`src/rtl/dtfx_pkg.sv`:
```
// ----------------------------------------------------------------------------
// dtfx_pkg
// Shared types, constants and helper functions for the decimal text to
// fixed point converter.
// ----------------------------------------------------------------------------
package dtfx_pkg;

	localparam int FRACTION_DIGITS = 9;
	localparam int FRACTION_BITS   = 32;
	localparam int QUEUE_DEPTH     = 2;

	localparam int INT_W   = 31;
	localparam int FSUM_W  = 30;
	localparam int FCNT_W  = 4;
	localparam int VALUE_W = 64;
	localparam int STEP_W  = $clog2(FRACTION_BITS + 1);
	localparam int QPTR_W  = (QUEUE_DEPTH > 1) ? $clog2(QUEUE_DEPTH) : 1;
	localparam int QCNT_W  = $clog2(QUEUE_DEPTH + 1);

	localparam logic [7:0] CH_MINUS = 8'h2D;
	localparam logic [7:0] CH_PLUS  = 8'h2B;
	localparam logic [7:0] CH_DOT   = 8'h2E;
	localparam logic [7:0] CH_ZERO  = 8'h30;
	localparam logic [7:0] CH_NINE  = 8'h39;
	localparam logic [7:0] CH_SPACE = 8'h20;
	localparam logic [7:0] CH_TAB   = 8'h09;
	localparam logic [7:0] CH_CR    = 8'h0D;

	localparam logic [INT_W-1:0] INT_MAX = {INT_W{1'b1}};

	typedef enum logic [2:0] {
		PH_SIGN,
		PH_INT,
		PH_INT_SKIP,
		PH_FRAC,
		PH_FRAC_SKIP
	} phase_t;

	typedef enum logic [1:0] {
		BK_IDLE,
		BK_DIV,
		BK_DONE
	} back_state_t;

	// One parsed number waiting for fraction scaling.
	typedef struct packed {
		logic              negative;
		logic [INT_W-1:0]  integer_sum;
		logic [FSUM_W-1:0] fraction_sum;
		logic [FCNT_W-1:0] fraction_count;
		logic              invalid;
		logic              overflow;
	} number_t;

	typedef struct packed {
		logic full;
		logic empty;
	} queue_status_t;

	function automatic logic [FSUM_W-1:0] pow10(input logic [FCNT_W-1:0] cnt);
		logic [FSUM_W-1:0] r;
		case (cnt)
			4'd0:    r = 30'd1;
			4'd1:    r = 30'd10;
			4'd2:    r = 30'd100;
			4'd3:    r = 30'd1000;
			4'd4:    r = 30'd10000;
			4'd5:    r = 30'd100000;
			4'd6:    r = 30'd1000000;
			4'd7:    r = 30'd10000000;
			4'd8:    r = 30'd100000000;
			default: r = 30'd1000000000;
		endcase
		return r;
	endfunction

	function automatic logic is_digit(input logic [7:0] c);
		return (c >= CH_ZERO) && (c <= CH_NINE);
	endfunction

	function automatic logic is_space(input logic [7:0] c);
		return (c == CH_SPACE) || ((c >= CH_TAB) && (c <= CH_CR));
	endfunction

endpackage

```
`src/rtl/dtfx_if.sv`:
```
// ----------------------------------------------------------------------------
// dtfx_if
// Valid/ready channels for text characters and for converted numbers.
// ----------------------------------------------------------------------------
interface dtfx_text_if;
	logic       valid;
	logic       ready;
	logic [7:0] character;
	logic       end_of_text;

	modport source (output valid, output character, output end_of_text, input ready);
	modport sink   (input valid, input character, input end_of_text, output ready);
endinterface

interface dtfx_number_if;
	logic               valid;
	logic               ready;
	logic signed [63:0] value;
	logic               invalid;
	logic               overflow;

	modport source (output valid, output value, output invalid, output overflow, input ready);
	modport sink   (input valid, input value, input invalid, input overflow, output ready);
endinterface

```
`src/rtl/dtfx_front.sv`:
```
// ----------------------------------------------------------------------------
// dtfx_front
// Character parser: sign, integer and fraction digits, error skipping.
// Pushes one parsed number into the queue when a number ends.
// ----------------------------------------------------------------------------
module dtfx_front
	import dtfx_pkg::*;
(
	input  logic          clk,
	input  logic          arst_n,
	input  logic          valid,
	output logic          ready,
	input  logic [7:0]    character,
	input  logic          end_of_text,
	input  queue_status_t qstat,
	output logic          push,
	output number_t       push_data
);

	phase_t            phase_q, phase_d;
	logic              negative_q, negative_d;
	logic [INT_W-1:0]  isum_q, isum_d;
	logic [FSUM_W-1:0] fsum_q, fsum_d;
	logic [FCNT_W-1:0] fcnt_q, fcnt_d;
	logic              inv_q, inv_d;
	logic              ovf_q, ovf_d;

	logic              fire;
	logic              digit;
	logic              space;
	logic [3:0]        dval;
	logic [INT_W+3:0]  int_next;
	logic [FSUM_W+3:0] frac_next;
	logic              done;

	assign ready = !qstat.full;
	assign fire  = valid && ready;
	assign digit = is_digit(character);
	assign space = is_space(character);
	assign dval  = 4'(character - CH_ZERO);

	assign int_next  = ({4'd0, isum_q} << 3) + ({4'd0, isum_q} << 1) + (INT_W + 4)'(dval);
	assign frac_next = ({4'd0, fsum_q} << 3) + ({4'd0, fsum_q} << 1) + (FSUM_W + 4)'(dval);

	always_comb begin
		phase_d = phase_q;
		done    = 1'b0;
		case (phase_q)
			PH_SIGN: begin
				if (character == CH_MINUS || character == CH_PLUS || digit) begin
					phase_d = PH_INT;
				end else if (character == CH_DOT) begin
					phase_d = PH_FRAC;
				end else begin
					phase_d = PH_INT_SKIP;
				end
			end
			PH_INT: begin
				if (character == CH_DOT) begin
					phase_d = PH_FRAC;
				end else if (!digit) begin
					phase_d = PH_INT_SKIP;
				end
			end
			PH_INT_SKIP: begin
				if (character == CH_DOT) begin
					phase_d = PH_FRAC;
				end
			end
			PH_FRAC: begin
				if (space) begin
					done = 1'b1;
				end else if (!digit) begin
					phase_d = PH_FRAC_SKIP;
				end
			end
			PH_FRAC_SKIP: begin
				done = space;
			end
			default: begin
				phase_d = PH_SIGN;
			end
		endcase
	end

	always_comb begin
		negative_d = negative_q;
		isum_d     = isum_q;
		fsum_d     = fsum_q;
		fcnt_d     = fcnt_q;
		inv_d      = inv_q;
		ovf_d      = ovf_q;
		case (phase_q)
			PH_SIGN: begin
				if (character == CH_MINUS) begin
					negative_d = 1'b1;
				end else if (character == CH_PLUS || character == CH_DOT) begin
					negative_d = negative_q;
				end else if (!digit) begin
					inv_d = 1'b1;
				end
			end
			PH_INT: begin
				if (character != CH_DOT && !digit) begin
					inv_d = 1'b1;
				end
			end
			PH_FRAC: begin
				if (digit) begin
					if (fcnt_q < FCNT_W'(FRACTION_DIGITS)) begin
						fsum_d = frac_next[FSUM_W-1:0];
						fcnt_d = fcnt_q + 1'b1;
					end
				end else if (!space) begin
					inv_d = 1'b1;
				end
			end
			default: begin
				inv_d = inv_q;
			end
		endcase
		if ((phase_q == PH_SIGN || phase_q == PH_INT) && digit) begin
			if (int_next > (INT_W + 4)'(INT_MAX)) begin
				isum_d = INT_MAX;
				ovf_d  = 1'b1;
			end else begin
				isum_d = int_next[INT_W-1:0];
			end
		end
	end

	assign push = fire && (done || end_of_text);

	always_comb begin
		push_data.negative       = negative_d;
		push_data.integer_sum    = isum_d;
		push_data.fraction_sum   = fsum_d;
		push_data.fraction_count = fcnt_d;
		push_data.invalid        = inv_d;
		push_data.overflow       = ovf_d;
	end

	always_ff @(posedge clk or negedge arst_n) begin
		if (!arst_n) begin
			phase_q    <= PH_SIGN;
			negative_q <= 1'b0;
			isum_q     <= '0;
			fsum_q     <= '0;
			fcnt_q     <= '0;
			inv_q      <= 1'b0;
			ovf_q      <= 1'b0;
		end else if (fire) begin
			if (push) begin
				phase_q    <= PH_SIGN;
				negative_q <= 1'b0;
				isum_q     <= '0;
				fsum_q     <= '0;
				fcnt_q     <= '0;
				inv_q      <= 1'b0;
				ovf_q      <= 1'b0;
			end else begin
				phase_q    <= phase_d;
				negative_q <= negative_d;
				isum_q     <= isum_d;
				fsum_q     <= fsum_d;
				fcnt_q     <= fcnt_d;
				inv_q      <= inv_d;
				ovf_q      <= ovf_d;
			end
		end
	end

endmodule

```
`src/rtl/dtfx_queue.sv`:
```
// ----------------------------------------------------------------------------
// dtfx_queue
// Short first-in first-out queue of parsed numbers between parser and scaler.
// ----------------------------------------------------------------------------
module dtfx_queue
	import dtfx_pkg::*;
(
	input  logic          clk,
	input  logic          arst_n,
	input  logic          push,
	input  number_t       push_data,
	input  logic          pop,
	output number_t       pop_data,
	output queue_status_t qstat
);

	number_t           mem_q [QUEUE_DEPTH];
	logic [QPTR_W-1:0] wptr_q;
	logic [QPTR_W-1:0] rptr_q;
	logic [QCNT_W-1:0] count_q;
	logic              do_push;
	logic              do_pop;

	assign qstat.full  = (count_q == QCNT_W'(QUEUE_DEPTH));
	assign qstat.empty = (count_q == '0);
	assign do_push     = push && !qstat.full;
	assign do_pop      = pop && !qstat.empty;
	assign pop_data    = mem_q[rptr_q];

	always_ff @(posedge clk) begin
		if (do_push) begin
			mem_q[wptr_q] <= push_data;
		end
	end

	always_ff @(posedge clk or negedge arst_n) begin
		if (!arst_n) begin
			wptr_q  <= '0;
			rptr_q  <= '0;
			count_q <= '0;
		end else begin
			if (do_push) begin
				wptr_q <= (wptr_q == QPTR_W'(QUEUE_DEPTH - 1)) ? '0 : wptr_q + 1'b1;
			end
			if (do_pop) begin
				rptr_q <= (rptr_q == QPTR_W'(QUEUE_DEPTH - 1)) ? '0 : rptr_q + 1'b1;
			end
			if (do_push && !do_pop) begin
				count_q <= count_q + 1'b1;
			end else if (do_pop && !do_push) begin
				count_q <= count_q - 1'b1;
			end
		end
	end

endmodule

```
`src/rtl/dtfx_back.sv`:
```
// ----------------------------------------------------------------------------
// dtfx_back
// Fraction scaler: radix-2 long division of the fraction digits by a power
// of ten, sign application and the output register.
// ----------------------------------------------------------------------------
module dtfx_back
	import dtfx_pkg::*;
(
	input  logic          clk,
	input  logic          arst_n,
	input  queue_status_t qstat,
	input  number_t       pop_data,
	output logic          pop,
	dtfx_number_if.source number
);

	back_state_t              state_q, state_d;
	number_t                  job_q;
	logic [FSUM_W:0]          rem_q;
	logic [FSUM_W-1:0]        div_q;
	logic [FRACTION_BITS-1:0] quot_q;
	logic [STEP_W-1:0]        step_q;
	logic                     out_valid_q;
	logic signed [VALUE_W-1:0] value_q;
	logic                     invalid_q;
	logic                     overflow_q;

	logic [FSUM_W:0]          trial;
	logic                     qbit;
	logic                     load_out;
	logic [31:0]              frac32;
	logic [VALUE_W-1:0]       mag;
	logic [VALUE_W-1:0]       signed_mag;

	assign trial = {rem_q[FSUM_W-1:0], 1'b0};
	assign qbit  = (trial >= {1'b0, div_q});

	always_comb begin
		state_d = state_q;
		case (state_q)
			BK_IDLE: begin
				if (!qstat.empty) begin
					state_d = BK_DIV;
				end
			end
			BK_DIV: begin
				if (step_q == STEP_W'(FRACTION_BITS - 1)) begin
					state_d = BK_DONE;
				end
			end
			BK_DONE: begin
				if (!out_valid_q || number.ready) begin
					state_d = BK_IDLE;
				end
			end
			default: begin
				state_d = BK_IDLE;
			end
		endcase
	end

	always_comb begin
		pop      = 1'b0;
		load_out = 1'b0;
		case (state_q)
			BK_IDLE: pop      = !qstat.empty;
			BK_DONE: load_out = !out_valid_q || number.ready;
			default: begin
				pop      = 1'b0;
				load_out = 1'b0;
			end
		endcase
	end

	assign frac32     = 32'(quot_q) << (32 - FRACTION_BITS);
	assign mag        = {1'b0, job_q.integer_sum, frac32};
	assign signed_mag = job_q.negative ? (~mag + 1'b1) : mag;

	always_ff @(posedge clk) begin
		if (pop) begin
			job_q  <= pop_data;
			rem_q  <= {1'b0, pop_data.fraction_sum};
			div_q  <= pow10(pop_data.fraction_count);
			quot_q <= '0;
			step_q <= '0;
		end else if (state_q == BK_DIV) begin
			rem_q  <= qbit ? (trial - {1'b0, div_q}) : trial;
			quot_q <= {quot_q[FRACTION_BITS-2:0], qbit};
			step_q <= step_q + 1'b1;
		end
		if (load_out) begin
			value_q    <= job_q.invalid ? '0 : signed_mag;
			invalid_q  <= job_q.invalid;
			overflow_q <= job_q.overflow;
		end
	end

	always_ff @(posedge clk or negedge arst_n) begin
		if (!arst_n) begin
			state_q     <= BK_IDLE;
			out_valid_q <= 1'b0;
		end else begin
			state_q <= state_d;
			if (load_out) begin
				out_valid_q <= 1'b1;
			end else if (number.ready) begin
				out_valid_q <= 1'b0;
			end
		end
	end

	assign number.valid    = out_valid_q;
	assign number.value    = value_q;
	assign number.invalid  = invalid_q;
	assign number.overflow = overflow_q;

endmodule

```
`src/rtl/decimal_text_to_fixed_point.sv`:
```
// ----------------------------------------------------------------------------
// decimal_text_to_fixed_point
// Converts decimal text, one character per request, into signed Q31.32.
// ----------------------------------------------------------------------------
// The text channel takes one ASCII character per request, with end_of_text
// set on the final character. The number channel returns one request per
// parsed number: value, invalid and overflow.
// The parser takes a character every cycle while its queue has room. A number
// ends on whitespace after the dot or on the final character; it then waits in
// a two-entry queue for the scaler.
// The scaler divides the fraction digits by a power of ten one quotient bit
// per cycle, and takes a new number from the queue only once it has loaded
// the last one into the output register, while the characters inside a
// number stream at one per cycle as long as the queue has room.
// Reset clears the parser, the queue, the scaler state and the output valid flag.
// When the receiver stalls, the result holds in the output register, the
// scaler holds its finished number, the queue fills and then the text channel
// drops ready.
// ----------------------------------------------------------------------------
module decimal_text_to_fixed_point
	import dtfx_pkg::*;
(
	input logic           clk,
	input logic           arst_n,
	dtfx_text_if.sink     text,
	dtfx_number_if.source number
);

	queue_status_t qstat;
	logic          push;
	number_t       push_data;
	logic          pop;
	number_t       pop_data;

	dtfx_front u_front (
		.clk         (clk),
		.arst_n      (arst_n),
		.valid       (text.valid),
		.ready       (text.ready),
		.character   (text.character),
		.end_of_text (text.end_of_text),
		.qstat       (qstat),
		.push        (push),
		.push_data   (push_data)
	);

	dtfx_queue u_queue (
		.clk       (clk),
		.arst_n    (arst_n),
		.push      (push),
		.push_data (push_data),
		.pop       (pop),
		.pop_data  (pop_data),
		.qstat     (qstat)
	);

	dtfx_back u_back (
		.clk      (clk),
		.arst_n   (arst_n),
		.qstat    (qstat),
		.pop_data (pop_data),
		.pop      (pop),
		.number   (number)
	);

endmodule

```
`src/flat_wrapper.sv`:
```
// flat-port wrapper written by rule: the top's interface ports become plain ports
module decimal_text_to_fixed_point_flat import dtfx_pkg::*;
  (clk, arst_n, text_valid, text_character, text_end_of_text, text_ready, number_valid, number_value, number_invalid, number_overflow, number_ready);
  dtfx_text_if text_i ();
  dtfx_number_if number_i ();
  input logic clk;
  input logic arst_n;
  input wire logic [$bits(text_i.valid)-1:0] text_valid;
  input wire logic [$bits(text_i.character)-1:0] text_character;
  input wire logic [$bits(text_i.end_of_text)-1:0] text_end_of_text;
  output wire logic [$bits(text_i.ready)-1:0] text_ready;
  output wire logic [$bits(number_i.valid)-1:0] number_valid;
  output wire logic [$bits(number_i.value)-1:0] number_value;
  output wire logic [$bits(number_i.invalid)-1:0] number_invalid;
  output wire logic [$bits(number_i.overflow)-1:0] number_overflow;
  input wire logic [$bits(number_i.ready)-1:0] number_ready;
  assign text_i.valid = text_valid;
  assign text_i.character = text_character;
  assign text_i.end_of_text = text_end_of_text;
  assign text_ready = text_i.ready;
  assign number_valid = number_i.valid;
  assign number_value = number_i.value;
  assign number_invalid = number_i.invalid;
  assign number_overflow = number_i.overflow;
  assign number_i.ready = number_ready;
  decimal_text_to_fixed_point u_core (.clk(clk), .arst_n(arst_n), .text(text_i), .number(number_i));
endmodule
```
`config.mk`:
```
export PLATFORM = sky130hd
export DESIGN_NAME = decimal_text_to_fixed_point_flat
export DESIGN_NICKNAME = d
export VERILOG_FILES = /design/src/rtl/dtfx_pkg.sv /design/src/rtl/dtfx_if.sv /design/src/rtl/dtfx_front.sv /design/src/rtl/dtfx_queue.sv /design/src/rtl/dtfx_back.sv /design/src/rtl/decimal_text_to_fixed_point.sv /design/src/flat_wrapper.sv
export SDC_FILE = /design/constraint.sdc
export NUM_CORES = 1
export LEC_CHECK = 0
export ABC_CLOCK_PERIOD_IN_PS = 14630
export BUFFER_PORTS_ARGS = -buffer_cell sky130_fd_sc_hd__buf_2
export CAP_MARGIN = 20
export CORE_ASPECT_RATIO = 2
export CORE_MARGIN = 2
export CORE_UTILIZATION = 60
export DETAILED_ROUTE_END_ITERATION = 12
export PLACE_DENSITY = 0.78
export SYNTH_ARGS = -nofsm -noshare
export SYNTH_HDL_FRONTEND = slang
export SYNTH_SLANG_ARGS = --single-unit
```
`constraint.sdc`:
```
create_clock -name clk -period 14.63 [get_ports clk]
set_input_delay 2.1945 -clock clk [delete_from_list [all_inputs] [get_ports clk]]
set_output_delay 2.1945 -clock clk [all_outputs]
set_load 0.1 [all_outputs]
```
Word level (Yosys, flattened, before mapping)
Memory sizes are Yosys's and may differ from the RTL's. A register that Yosys moved wholly into a read port is not among the register bits. Cells that the tools add are included.

Bits in registers: 246. Bits in latches: 0. RAM bits: 136. ROM bits: 480. Input bits: 13. Output and inout bits: 68. Logic and storage cells: 154. Memories: 2.

Add/sub/neg operators: 13. $mul: 0. Divide/modulo/power cells: 0. Magnitude comparators: 7. Equality and inequality tests: 21. Shift operators: 0. Mux-type cells: 54. Bitwise operators: 2. Reductions and logical operators: 32.

Memories: (name not given) (words 16, bits a word 30, rd ports 1, clocked after memory_dff 1, write ports 0, line dtfx_pkg.sv:62) `case (cnt)`; u_core.u_queue.mem_q (words 2, bits a word 68, rd ports 1, clocked after memory_dff 0, write ports 1, line dtfx_queue.sv:17) `number_t mem_q [QUEUE_DEPTH];`.

Operators by type and width (number): two-way mux 30 bit (7); two-way mux 31 bit (3); adder 64 x 1 -> 64 bit (second input constant) (1); inverter 63 -> 64 bit (1); two-way mux 63 bit (1); adder 34 x 32 -> 35 bit (1); adder 35 x 4 -> 35 bit (1); greater-than comparator 35 x 31 -> 1 bit (second input constant) (1); == test 8 x 6 -> 1 bit (second input constant) (4); greater-or-equal comparator 31 x 30 -> 1 bit (1); adder 30 bit (1); adder 30 x 4 -> 30 bit (1); subtractor 30 bit (1); two-way mux 1 bit (23); two-way mux 3 bit (6); two-way mux 4 bit (4); one-hot mux 3 bit (5 select lines) (1); two-way mux 2 bit (6); logical AND 1 bit (10); inequality test 3 bit (second input constant) (3); greater-or-equal comparator 8 x 4 -> 1 bit (second input constant) (1); greater-or-equal comparator 8 x 6 -> 1 bit (second input constant) (1); less-or-equal comparator 8 x 4 -> 1 bit (second input constant) (1); less-or-equal comparator 8 x 6 -> 1 bit (second input constant) (1); 28 further kinds (48).

Logic depth before layout (Yosys ltp)
Gate-level depths: netlist of run 1.

Depth in word-level cells: 12. Gate-level depth with buffers: 15. Mapped depth without buffers: 13.

Cells and area by module
From an unflattened synthesis of run 1, not the netlist that was laid out.

Cell total of the unflattened synthesis: 2157. Area, all modules: 23369.9 um2.

By module, submodules not included: dtfx_back (instances 1, cells each 994, area each 10348.7 um2, seq. area each 5430.2 um2); dtfx_front (instances 1, cells each 932, area each 7875.1 um2, seq. area each 1776.7 um2); dtfx_queue (instances 1, cells each 231, area each 5146.2 um2, seq. area each 4184.0 um2).

Least setup slack after synthesis of run 1
Ideal clock, no wire load.

Kind: input port to flip-flop. From: input text_character[1]. To: memory u_core.u_queue.mem_q[0][0] in the netlist's numbering, enable pin. Library setup time: 495 ps. Arrival: 6351 ps. Required time: 14135 ps. Setup slack: 7785 ps. Stages: 9. Path buffers: 2. Cells stage by stage: clkbuf_1 > nor4b_1 > a21oi_1 > o22ai_1 > nand2_1 > o21bai_1 > nand2_1 > clkbuf_1 > nor2_1.

Longest elaborated chain between the ends: 10. Elaborated cells on any way between the ends: 12. Those cells by class: order compare: 2; eq/ne: 1; mux: 4; reduce/logical: 5.

Ends and longest elaborated chain: start, declared (line flat_wrapper.sv:9) `input wire logic [$bits(text_i.character)-1:0] text_character;`; greater-or-equal comparator 8 x 4 -> 1 bit or less-or-equal comparator 8 x 4 -> 1 bit (tied branches) (line dtfx_pkg.sv:82) `return (c == CH_SPACE) || ((c >= CH_TAB) && (c <= CH_CR));`; logical AND 1 bit (line dtfx_pkg.sv:82); logical OR 1 bit (*) (line dtfx_pkg.sv:82); two-way mux 1 bit (line dtfx_front.sv:71) `if (space) begin`; one-hot mux 1 bit (2 select lines) (*) (line dtfx_front.sv:48) `case (phase_q)`; logical OR 1 bit (*) (line dtfx_front.sv:132) `assign push = fire && (done || end_of_text);`; logical AND 1 bit (*) (line dtfx_front.sv:132); logical AND 1 bit (*) (line dtfx_queue.sv:26) `assign do_push = push && !qstat.full;`; two-way mux 1 bit (*) (line dtfx_queue.sv:31) `if (do_push) begin`; two-way mux 1 bit (implied by the code) (*) (line dtfx_queue.sv:32) `mem_q[wptr_q] <= push_data;`; end, declared (line dtfx_queue.sv:17).

Every way passes the cells marked *; elsewhere a longest branch is shown, timed or not.

==> run metrics, run 1 <==
Mapped Cells 2,152; worst setup path class primary input to flop; max cap viols 0; endpoint type of the worst setup path flop; startpoint type of the worst setup path primary input; Post-CTS Hold Buffers 0; CTS Buffer Depth 3; Setup TNS Final 0 ns; YS warnings 0; setup bufs post-CTS 0; count of input and output buffers 80; reg2reg setup slack 9.95 ns; WHS Endpoint u_core.u_back.step_q[1]$_SDFFE_PP0P_; reg2reg end u_core.u_queue.mem_q[1][46]$_DFFE_PP_; Hold Path Stages 2; GP Congestion 0.923; setup ws final 8.50 ns; drt total wl 52,600 um; Critical R2R Launch u_core.u_front.isum_q[2]$_DFFE_PN0P_; TritonRoute pass-1 iters 7; pins over their slew limit 0; Crit Path Max Fanout 57; Vias 16,858; clock latency on the worst-skew pair 0.54 ns; Mapped Area 22,700 um^2; Synth top cells by count edfxtp_1 (289), nand2_1 (240), nor2_1 (171); HPWL after DPL 37,600 um; DRC Markers 0; Placement Setup Slack 8.02 ns; clock root cell clkbuf_16; WP data required 14.86 ns; worst min-delay path category flop to flop; Die H 279 um; main flop type after synthesis edfxtp_1; detailed-route wire length per cell 19.6 um; sequential-to-total area share from yosys stat 50.2%; Reg2Reg Depth 14; Period Utilization, post-route 41.9%; Tmin final 6.13 ns; core area 37,300 um^2; synthesized flop and latch total 405; die area 39,500 um^2; first-pass GRT wire length 84,900 um; CTS tree built; initial antenna violation count 1; actual slew at the worst max-slew pin 1.01 ns; Max Fclk 163 MHz; ant diodes 0; total gr overflow 0; CTS clk-pin slew, worst paths 0.07 ns; status finished, final reports clean; Fin Clk Skew 0.0201 ns; Pleak 10.3 nW; Power Total 4.08 mW; endpoints failing setup 0; top post-synthesis cells by area edfxtp_1 (38%), dfrtp_1 (8.6%), ha_1 (8.6%); syn_nets 2,326; clk sinks 405; synthesized area per cell 10.5 um^2; RSZ-0062 raised after global routing no; Yosys top cell area share 38.3%; most common cell in the netlist edfxtp_1; Initial Utilization 60.8%; Area growth syn-to-layout 8.85%; CP arrival 6.36 ns; cts repair resizes 0; post-route ant nets 0; vias in the first global route 16,962; HP Start u_core.u_back.step_q[1]$_SDFFE_PP0P_; io pins 81; Final Hold Vio Count 0; H-tree depth 2; GRT Resource Usage Total 26.8%; asr flop ratio synth 19.3%; number of synthesized flops with an enable pin 289; Netlist cell types 73; Die W 141 um; # nets final 2,366; hold slack 0.498 ns; pin count of the biggest net entering global routing 88; Synth area leader edfxtp_1; Pwr Density 165 nW/um^2; Detailed Route Iter0 Violations 1,487; layout cells sized above 1 10.7%; vias per cell 6.29; Slew headroom 31.6%; VDD IR max 96.8 uV; Core Rows 100; Num CTS Buffers 35
## worst max-delay path: stages
cell and delay, ns:
buf_2 0.14, inv_1 0.10, fa_1 0.59, inv_1 0.06
ha_1 0.30, a21oi_1 0.19, o22ai_1 0.15, o41ai_1 0.84
a211oi_1 0.24, o21ai_0 0.30, and3b_1 0.20, o22ai_1 0.18
nor2_4 0.13, buf_4 0.49, a31oi_1 0.24
## report_power, final
| part | total, mW | switching (mW) | internal, mW |
|---|---|---|---|
| Combinational | 1.44 | 0.875 | 0.561 |
| Clock | 0.931 | 0.426 | 0.505 |
| Sequential | 1.71 | 0.184 | 1.53 |
| Total | 4.08 | 1.49 | 2.59 |
## logic make-up after synthesis
| group | Yosys count | share of synthesized area (%) |
|---|---|---|
| AOI/OAI and AO/OA | 567 | 16.0 |
| xor gates and xnor gates | 144 | 5.56 |
| adders and majority gates | 161 | 9.05 |
| buffers and inverters | 181 | 3.00 |
| DFF | 405 | 50.2 |
| muxes | 69 | 3.27 |
| and+or+nand+nor | 625 | 12.9 |
## area by class of cell
type / count / area (um^2)
tap: 459 / 574
timing repair buffer: 105 / 616
inverter: 79 / 298
clock inverter: 23 / 203
sequential: 405 / 11400
clock buffer: 41 / 940
fill: 2827 / 12600
multi-input combinational: 1566 / 10700
## through the flow
step / instance area [um^2] / cells / utilization [%]
5_1_grt: 24700 / 2678 / 66.2
3_5_place_dp: 23500 / 2611 / 63.0
2_1_floorplan: 22700 / 2152 / -
4_1_cts: 24600 / 2675 / 66.1
6_report: 24700 / 2678 / 66.2
3_3_place_gp: 23500 / 2609 / 63.0
## per-layer routing
| metal | global-route usage [%] | vias up | wire [um] |
|---|---|---|---|
| met5 | 0 | - | 17 |
| met2 | 50.6 | 517 | 28700 |
| li1 | - | 8003 | - |
| met3 | 2.66 | 150 | 1980 |
| met1 | 29.8 | 8186 | 19500 |
| met4 | 12.3 | 2 | 2350 |
## flip-flops by register name, summed over array words and instances, names as in the netlist, 4 cells and up
signal / flops
u_core.u_queue.mem_q: 136
u_core.u_back.frac32: 32
u_core.u_front.fcnt_q: 4
u_core.u_back.step_q: 6
u_core.u_back.number.value: 64
u_core.u_front.isum_q: 31
u_core.u_front.fsum_q: 30
u_core.u_back.div_q: 23
u_core.u_back.rem_q: 30
u_core.u_back.job_q: 34
## cell usage in the layout (no fill, tap or decap), types with 26 or more instances in the layout
master / synthesis / routed
dfrtp_1: 78 / 77
xor2_1: 89 / 89
a21oi_1: 93 / 93
nor2_1: 171 / 168
mux2_2: 41 / 41
xnor2_1: 55 / 55
a21o_1: 34 / 34
edfxtp_1: 289 / 289
buf_2: 0 / 79
mux2i_1: 28 / 28
ha_1: 156 / 156
nand3_1: 32 / 32
inv_1: 79 / 78
nor2b_1: 35 / 33
dfxtp_1: 38 / 38
o21ai_0: 158 / 157
o31ai_1: 35 / 35
a31oi_1: 89 / 89
clkbuf_16: 0 / 36
nor3_1: 35 / 34
a211oi_1: 26 / 26
nand2_1: 240 / 240
## how the worst max path moves through the flow
stage                      startpoint                                    end  slack (ns)  cells after the start
global placement    text_character[3]  u_core.u_queue.mem_q[0][51]$_DFFE_PP_        8.09                     15
floorplan           text_character[1]   u_core.u_queue.mem_q[0][0]$_DFFE_PP_        7.78                      9
detailed placement  text_character[3]  u_core.u_queue.mem_q[0][51]$_DFFE_PP_        8.02                     15
CTS                 text_character[3]  u_core.u_queue.mem_q[1][58]$_DFFE_PP_        8.55                     15
global route        text_character[3]  u_core.u_queue.mem_q[1][46]$_DFFE_PP_        8.05                     15
finish              text_character[3]  u_core.u_queue.mem_q[1][46]$_DFFE_PP_        8.50                     15
(Power assumes the default switching activity.)
==> run 2, diff against run 1 <==
--- a/config.mk
+++ b/config.mk
@@ -5,7 +5,7 @@
 export SDC_FILE = /design/constraint.sdc
 export NUM_CORES = 1
 export LEC_CHECK = 0
-export ABC_CLOCK_PERIOD_IN_PS = 14630
+export ABC_CLOCK_PERIOD_IN_PS = 5900
 export BUFFER_PORTS_ARGS = -buffer_cell sky130_fd_sc_hd__buf_2
 export CAP_MARGIN = 20
 export CORE_ASPECT_RATIO = 2
==> constraint.sdc (replaced) <==
create_clock -name clk -period 5.9 [get_ports clk]
set_input_delay 0.885 -clock clk [delete_from_list [all_inputs] [get_ports clk]]
set_output_delay 0.885 -clock clk [all_outputs]
set_load 0.1 [all_outputs]
==> run 2 against run 1 <==
Against the previous run:
- die area unchanged
- flip-flop and latch count is the same
- sequential share of layout area shrank 0.063 points
- via count fell by 0.20%
- power is 150% higher
- global-route usage grew 0.13 points
- sequential power rose by 150%
- critical path type unchanged
- highest routed layer is now met4
==> run metrics, run 2 (synthesized netlist as in run 1, its figures left out) <==
status finished, final reports clean (unchanged); reg2reg end u_core.u_queue.mem_q[0][48]$_DFFE_PP_ (was u_core.u_queue.mem_q[1][46]$_DFFE_PP_); first-pass GRT wire length 85,200 um (was 84,900 um); clk sinks 405 (unchanged); clock root cell clkbuf_16 (unchanged); Initial Utilization 60.8% (unchanged); crit path to u_core.u_queue.mem_q[0][48]$_DFFE_PP_ (was u_core.u_queue.mem_q[1][46]$_DFFE_PP_); HPWL after DPL 38,300 um (was 37,600 um); Area growth syn-to-layout 9.00% (was 8.85%); hold slack 0.321 ns (was 0.498 ns); setup bufs post-CTS 0 (unchanged); io pins 81 (unchanged); worst setup path class primary input to flop (unchanged); FF/Latch Area 11,400 um^2 (unchanged); CP arrival 4.77 ns (was 6.36 ns); CP Launch Point text_character[3] (unchanged); cts repair resizes 0 (unchanged); most frequent cells in the layout edfxtp_1 (289), nand2_1 (240), nor2_1 (168) (unchanged); most common cell after layout, fill and taps aside edfxtp_1 (unchanged); Detailed Route Iter0 Violations 1,029 (was 1,487); RSZ-0062 raised after global routing no (unchanged); # nets final 2,368 (was 2,366); DRC Markers 0 (unchanged); WP data required 6.26 ns (was 14.86 ns); worst min-delay path category primary input to async pin (was flop to flop); Setup TNS Final 0 ns (unchanged); initial antenna violation count 0 (was 1); actual slew at the worst max-slew pin 1.09 ns (was 1.01 ns); Power Total 10.2 mW (was 4.08 mW); Post-CTS Hold Buffers 0 (unchanged); Vias 16,824 (was 16,858); Largest Register u_core.u_queue.mem_q (unchanged); endpoint type of the worst setup path flop (unchanged); clock latency on the worst-skew pair 0.55 ns (was 0.54 ns); endpoints failing setup 0 (unchanged); GP Congestion 0.978 (was 0.923); Period Utilization, post-route 74.7%; fin cells 2,681 (was 2,678); Max Fclk 227 MHz; Fillers 2,824 (was 2,827); Die H 279 um (unchanged); Slew headroom 27.2% (was 31.6%); CTS clk-pin slew, worst paths 0.07 ns (about the same); core area 37,300 um^2 (unchanged); VDD IR max 258 uV (was 96.8 uV); vias in the first global route 17,005 (was 16,962); CTS Buffer Depth 3 (unchanged); Reg2Reg Depth 13 (was 14); total gr overflow 0 (unchanged); Final Hold Vio Count 0 (unchanged); count of input and output buffers 80 (unchanged); Die W 141 um (unchanged); TritonRoute pass-1 iters 5 (was 7); reg2reg setup slack 1.58 ns (was 9.95 ns); drt total wl 52,600 um (about the same); post-route ant nets 0 (unchanged); H-tree depth 2 (unchanged); startpoint type of the worst setup path primary input (unchanged); Pleak 10.3 nW (about the same); Placed Cells incl. Taps 2,613 (was 2,611); max FFs per register 136 (unchanged); Core Rows 100 (unchanged); Tmin final 4.41 ns; layout cells sized above 1 10.7% (about the same); GRT Resource Usage Total 26.9% (was 26.8%); detailed-route wire length per cell 19.6 um (about the same); Critical R2R Launch u_core.u_front.isum_q[0]$_DFFE_PN0P_ (was u_core.u_front.isum_q[2]$_DFFE_PN0P_); Num CTS Buffers 36 (was 35); pins over their slew limit 0 (unchanged); multi-input combinational cell area 10,700 um^2 (unchanged); pin count of the biggest net entering global routing 89 (was 88); die area 39,500 um^2 (unchanged); Pwr Density 411 nW/um^2 (was 165 nW/um^2); ant diodes 0 (unchanged); Fin Clk Skew 0.0166 ns (was 0.0201 ns); max cap viols 0 (unchanged); vias per cell 6.28 (was 6.29); CTS tree built (unchanged); Crit Path Max Fanout 57 (unchanged)
-- run 2: worst min path at each step --
stage,startpoint,endpoint,slack [ns],cells after the start
2_1_floorplan,u_core.u_back.job_q[0]$_DFFE_PP_,u_core.u_back.number.overflow$_DFFE_PP_,0.40,0
6_report,arst_n,u_core.u_front.fsum_q[11]$_DFFE_PN0P_,0.32,1
3_3_place_gp,u_core.u_back.job_q[0]$_DFFE_PP_,u_core.u_back.number.overflow$_DFFE_PP_,0.42,0
5_1_grt,arst_n,u_core.u_front.fsum_q[4]$_DFFE_PN0P_,0.35,1
4_1_cts,arst_n,u_core.u_front.fsum_q[11]$_DFFE_PN0P_,0.32,1
3_5_place_dp,u_core.u_back.job_q[0]$_DFFE_PP_,u_core.u_back.number.overflow$_DFFE_PP_,0.44,0
-- run 2: layer usage --
metal	up-vias	routed length (um)	GRT usage (%)
li1	8008	-	-
met1	8145	19600	29.5
met5	-	0	0
met2	479	27700	49.4
met3	192	1940	2.83
met4	0	3370	16.2
-- run 2: through the flow --
| step | util (%) | instance area, um^2 | setup slack, ns |
|---|---|---|---|
| detailed placement | 63.1 | 23500 | 0.989 |
| finish | 66.3 | 24700 | 1.49 |
| global route | 66.3 | 24700 | 1.22 |
| floorplan | - | 22700 | 0.364 |
| CTS | 66.2 | 24700 | 1.55 |
| global placement | 63.1 | 23500 | 1.23 |
-- run 2: where the power goes --
| part | switching (mW) | internal, mW | total [mW] |
|---|---|---|---|
| Combinational | 2.18 | 1.39 | 3.58 |
| Sequential | 0.453 | 3.78 | 4.24 |
| Clock | 1.05 | 1.29 | 2.34 |
| Total | 3.69 | 6.46 | 10.2 |
-- run 2: area by class of cell --
class | count | area share, %
Sequential cell | 405 | 46.1
Inverter | 79 | 1.20
Clock buffer | 52 | 4.18
Timing Repair Buffer | 106 | 2.53
Clock inverter | 14 | 0.541
Multi-Input combinational cell | 1566 | 43.1
Tap cell | 459 | 2.32
-- run 2: worst max-delay path, stage by stage --
cell and delay [ns]:
buf_2 0.13, inv_1 0.08, fa_1 0.53, fa_1 0.48
nor2b_1 0.17, o31a_1 0.27, o21a_1 0.25, a41oi_1 0.24
a21oi_1 0.34, o21ai_0 0.15, a211oi_1 0.61, nor2_4 0.09
buf_12 0.22, a31oi_1 0.28
==> run 3, diff against run 2 <==
--- a/config.mk
+++ b/config.mk
@@ -5,7 +5,7 @@
 export SDC_FILE = /design/constraint.sdc
 export NUM_CORES = 1
 export LEC_CHECK = 0
-export ABC_CLOCK_PERIOD_IN_PS = 5900
+export ABC_CLOCK_PERIOD_IN_PS = 4150
 export BUFFER_PORTS_ARGS = -buffer_cell sky130_fd_sc_hd__buf_2
 export CAP_MARGIN = 20
 export CORE_ASPECT_RATIO = 2
==> constraint.sdc (replaced) <==
create_clock -name clk -period 4.15 [get_ports clk]
set_input_delay 0.6225 -clock clk [delete_from_list [all_inputs] [get_ports clk]]
set_output_delay 0.6225 -clock clk [all_outputs]
set_load 0.1 [all_outputs]
==> run 3 against run 2 <==
Against the previous run:
- non-clock buffer count rose by 20
- design area increased by 0.46%
- sequential power increased by 41%
- final cell count rose by 0.60%
- flip-flop and latch count did not move
- register-to-register slack got worse by 1.2 ns
- critical endpoint is now u_core.u_queue.mem_q[1][43]$_DFFE_PP_
- largest cell class unchanged
- largest power group unchanged
==> run metrics, run 3 (synthesized netlist as in run 1, its figures left out) <==
Max Fclk 263 MHz; Fillers 2,892 (was 2,824); Vias 16,717 (was 16,824); Core Rows 100 (unchanged); Reg2Reg Depth 15 (was 13); reg2reg setup slack 0.35 ns (was 1.58 ns); core area 37,300 um^2 (unchanged); CTS tree built (unchanged); CP arrival 4.15 ns (was 4.77 ns); Slew headroom 25.7% (was 27.2%); setup bufs post-CTS 0 (unchanged); setup ws final 0.348 ns (was 1.49 ns); Post-CTS Hold Buffers 0 (unchanged); initial antenna violation count 0 (unchanged); most frequent cells in the layout edfxtp_1 (289), nand2_1 (240), nor2_1 (168) (unchanged); total gr overflow 0 (unchanged); max FFs per register 136 (unchanged); Pwr Density 576 nW/um^2 (was 411 nW/um^2); Detailed Route Iter0 Violations 1,021 (was 1,029); startpoint type of the worst setup path flop (was primary input); Pleak 10.4 nW (was 10.3 nW); multi-input combinational cell area 10,700 um^2 (about the same); Fin Clk Skew 0.0256 ns (was 0.0166 ns); Placement Setup Slack 0.0281 ns (was 0.989 ns); Final Cell Area 24,800 um^2 (was 24,700 um^2); Flop pwr share 41.7% (about the same); pins over their slew limit 0 (unchanged); WP data required 4.50 ns (was 6.26 ns); die area 39,500 um^2 (unchanged); Area growth syn-to-layout 9.50% (was 9.00%); DRC Markers 0 (unchanged); crit path to u_core.u_queue.mem_q[1][43]$_DFFE_PP_ (was u_core.u_queue.mem_q[0][48]$_DFFE_PP_); Die H 279 um (unchanged); GP Congestion 0.914 (was 0.978); Die W 141 um (unchanged); Num CTS Buffers 34 (was 36); # nets final 2,386 (was 2,368); first-pass GRT wire length 84,900 um (was 85,200 um); Largest Register u_core.u_queue.mem_q (unchanged); ant diodes 0 (unchanged); actual slew at the worst max-slew pin 1.11 ns (was 1.09 ns); vias per cell 6.20 (was 6.28); status finished, final reports clean (unchanged); most common cell after layout, fill and taps aside edfxtp_1 (unchanged); clk sinks 405 (unchanged); io pins 81 (unchanged); pin count of the biggest net entering global routing 69 (was 89); TritonRoute pass-1 iters 5 (unchanged); CP Launch Point u_core.u_front.isum_q[2]$_DFFE_PN0P_ (was text_character[3]); Area after DPL 23,700 um^2 (was 23,500 um^2); Crit Path Max Fanout 28 (was 57); Period Utilization, post-route 91.6%; FF/Latch Area 11,400 um^2 (unchanged); Critical R2R Launch u_core.u_front.isum_q[2]$_DFFE_PN0P_ (was u_core.u_front.isum_q[0]$_DFFE_PN0P_); max cap viols 0 (unchanged); Net Sw Frac 36.4% (was 36.3%); cts repair resizes 0 (unchanged); endpoint type of the worst setup path flop (unchanged); HPWL after DPL 39,000 um (was 38,300 um); P_int 9.10 mW (was 6.46 mW); Final Hold Vio Count 0 (unchanged); layout cells sized above 1 11.5% (was 10.7%); detailed-route wire length per cell 19.6 um (about the same); clock latency on the worst-skew pair 0.54 ns (was 0.55 ns); H-tree depth 2 (unchanged); GRT Resource Usage Total 26.8% (was 26.9%); CTS clk-pin slew, worst paths 0.07 ns (about the same); clock root cell clkbuf_16 (unchanged); Setup TNS Final 0 ns (unchanged); CTS Buffer Depth 3 (unchanged); endpoints failing setup 0 (unchanged); worst min-delay path category primary input to async pin (unchanged); Initial Utilization 60.8% (unchanged); RSZ-0062 raised after global routing no (unchanged); VDD IR max 323 uV (was 258 uV); reg2reg end u_core.u_queue.mem_q[1][43]$_DFFE_PP_ (was u_core.u_queue.mem_q[0][48]$_DFFE_PP_); clock share of power 22.0% (was 23.0%); post-route ant nets 0 (unchanged); combinational power share 36.3% (was 35.2%); Sw Pwr 5.21 mW (was 3.69 mW); drt total wl 52,700 um (was 52,600 um); vias in the first global route 16,609 (was 17,005); count of input and output buffers 80 (unchanged); worst setup path class flop to flop (was primary input to flop); Tmin final 3.80 ns
run 3: changes by cell type in the layout (fill, tap and decap cells not counted), sizes merged:
cell,previous run,this run
buf,105,126
inv,84,81
clkinv,7,9
clkinvlp,1,2
clkbuf,52,48
dlymetal6s2s,1,0
run 3: power by group through the flow:
stage,sequential (mW),clock [mW],combinational (mW)
2_1_floorplan,5.86,0,3.95
3_3_place_gp,6.01,0,4.97
3_5_place_dp,6.05,0,5.10
4_1_cts,5.97,3.18,5.16
5_1_grt,6.04,3.33,5.75
6_report,5.97,3.15,5.19
run 3: per-layer routing:
layer	global-route usage [%]	wire (um)	vias to the layer above
met5	0	0	-
met4	11.6	2260	0
met3	2.18	1510	130
met2	52.2	29500	418
met1	29.1	19400	8118
li1	-	-	8051
run 3: per-stage QoR:
step                instances  total power, mW  hold slack, ns  util, %
global route             2697             15.1           0.218     66.6
finish                   2697             14.3           0.142     66.6
global placement         2633             11.0           0.439     63.6
floorplan                2152             9.81           0.327        -
detailed placement       2634             11.2           0.436     63.6
CTS                      2696             14.3           0.200     66.6
run 3: area by class of cell:
cell class              count  share of cell area [%]
repair buffers            126                    3.23
multi-input cells        1566                    43.0
clock inverters            14                   0.564
clock buffers              48                    3.84
flip-flops and latches    405                    45.9
inverters                  79                    1.20
well taps                 459                    2.31
run 3: worst min path at each step:
stage                                           startpoint                                       to  slack, ns  cells past startpoint
after floorplan                                     arst_n   u_core.u_back.number.valid$_DFFE_PN0P_       0.33                      0
after global placement    u_core.u_back.job_q[0]$_DFFE_PP_  u_core.u_back.number.overflow$_DFFE_PP_       0.44                      0
after detailed placement  u_core.u_back.job_q[0]$_DFFE_PP_  u_core.u_back.number.overflow$_DFFE_PP_       0.44                      0
after CTS                                           arst_n     u_core.u_front.fsum_q[3]$_DFFE_PN0P_       0.20                      1
after global routing                                arst_n     u_core.u_front.fsum_q[3]$_DFFE_PN0P_       0.22                      1
final                                               arst_n     u_core.u_front.fsum_q[3]$_DFFE_PN0P_       0.14                      1
run 3: worst max-delay path, stage by stage (launching register included):
cell	delay [ns]
dfrtp_1	0.40
inv_1	0.07
fa_1	0.53
inv_1	0.06
ha_1	0.27
a21oi_1	0.07
o22ai_1	0.25
o41ai_2	0.09
buf_4	0.16
a211oi_1	0.31
o21ai_0	0.17
and3b_1	0.20
o22ai_1	0.46
nor2_4	0.09
buf_12	0.19
a31oi_1	0.26
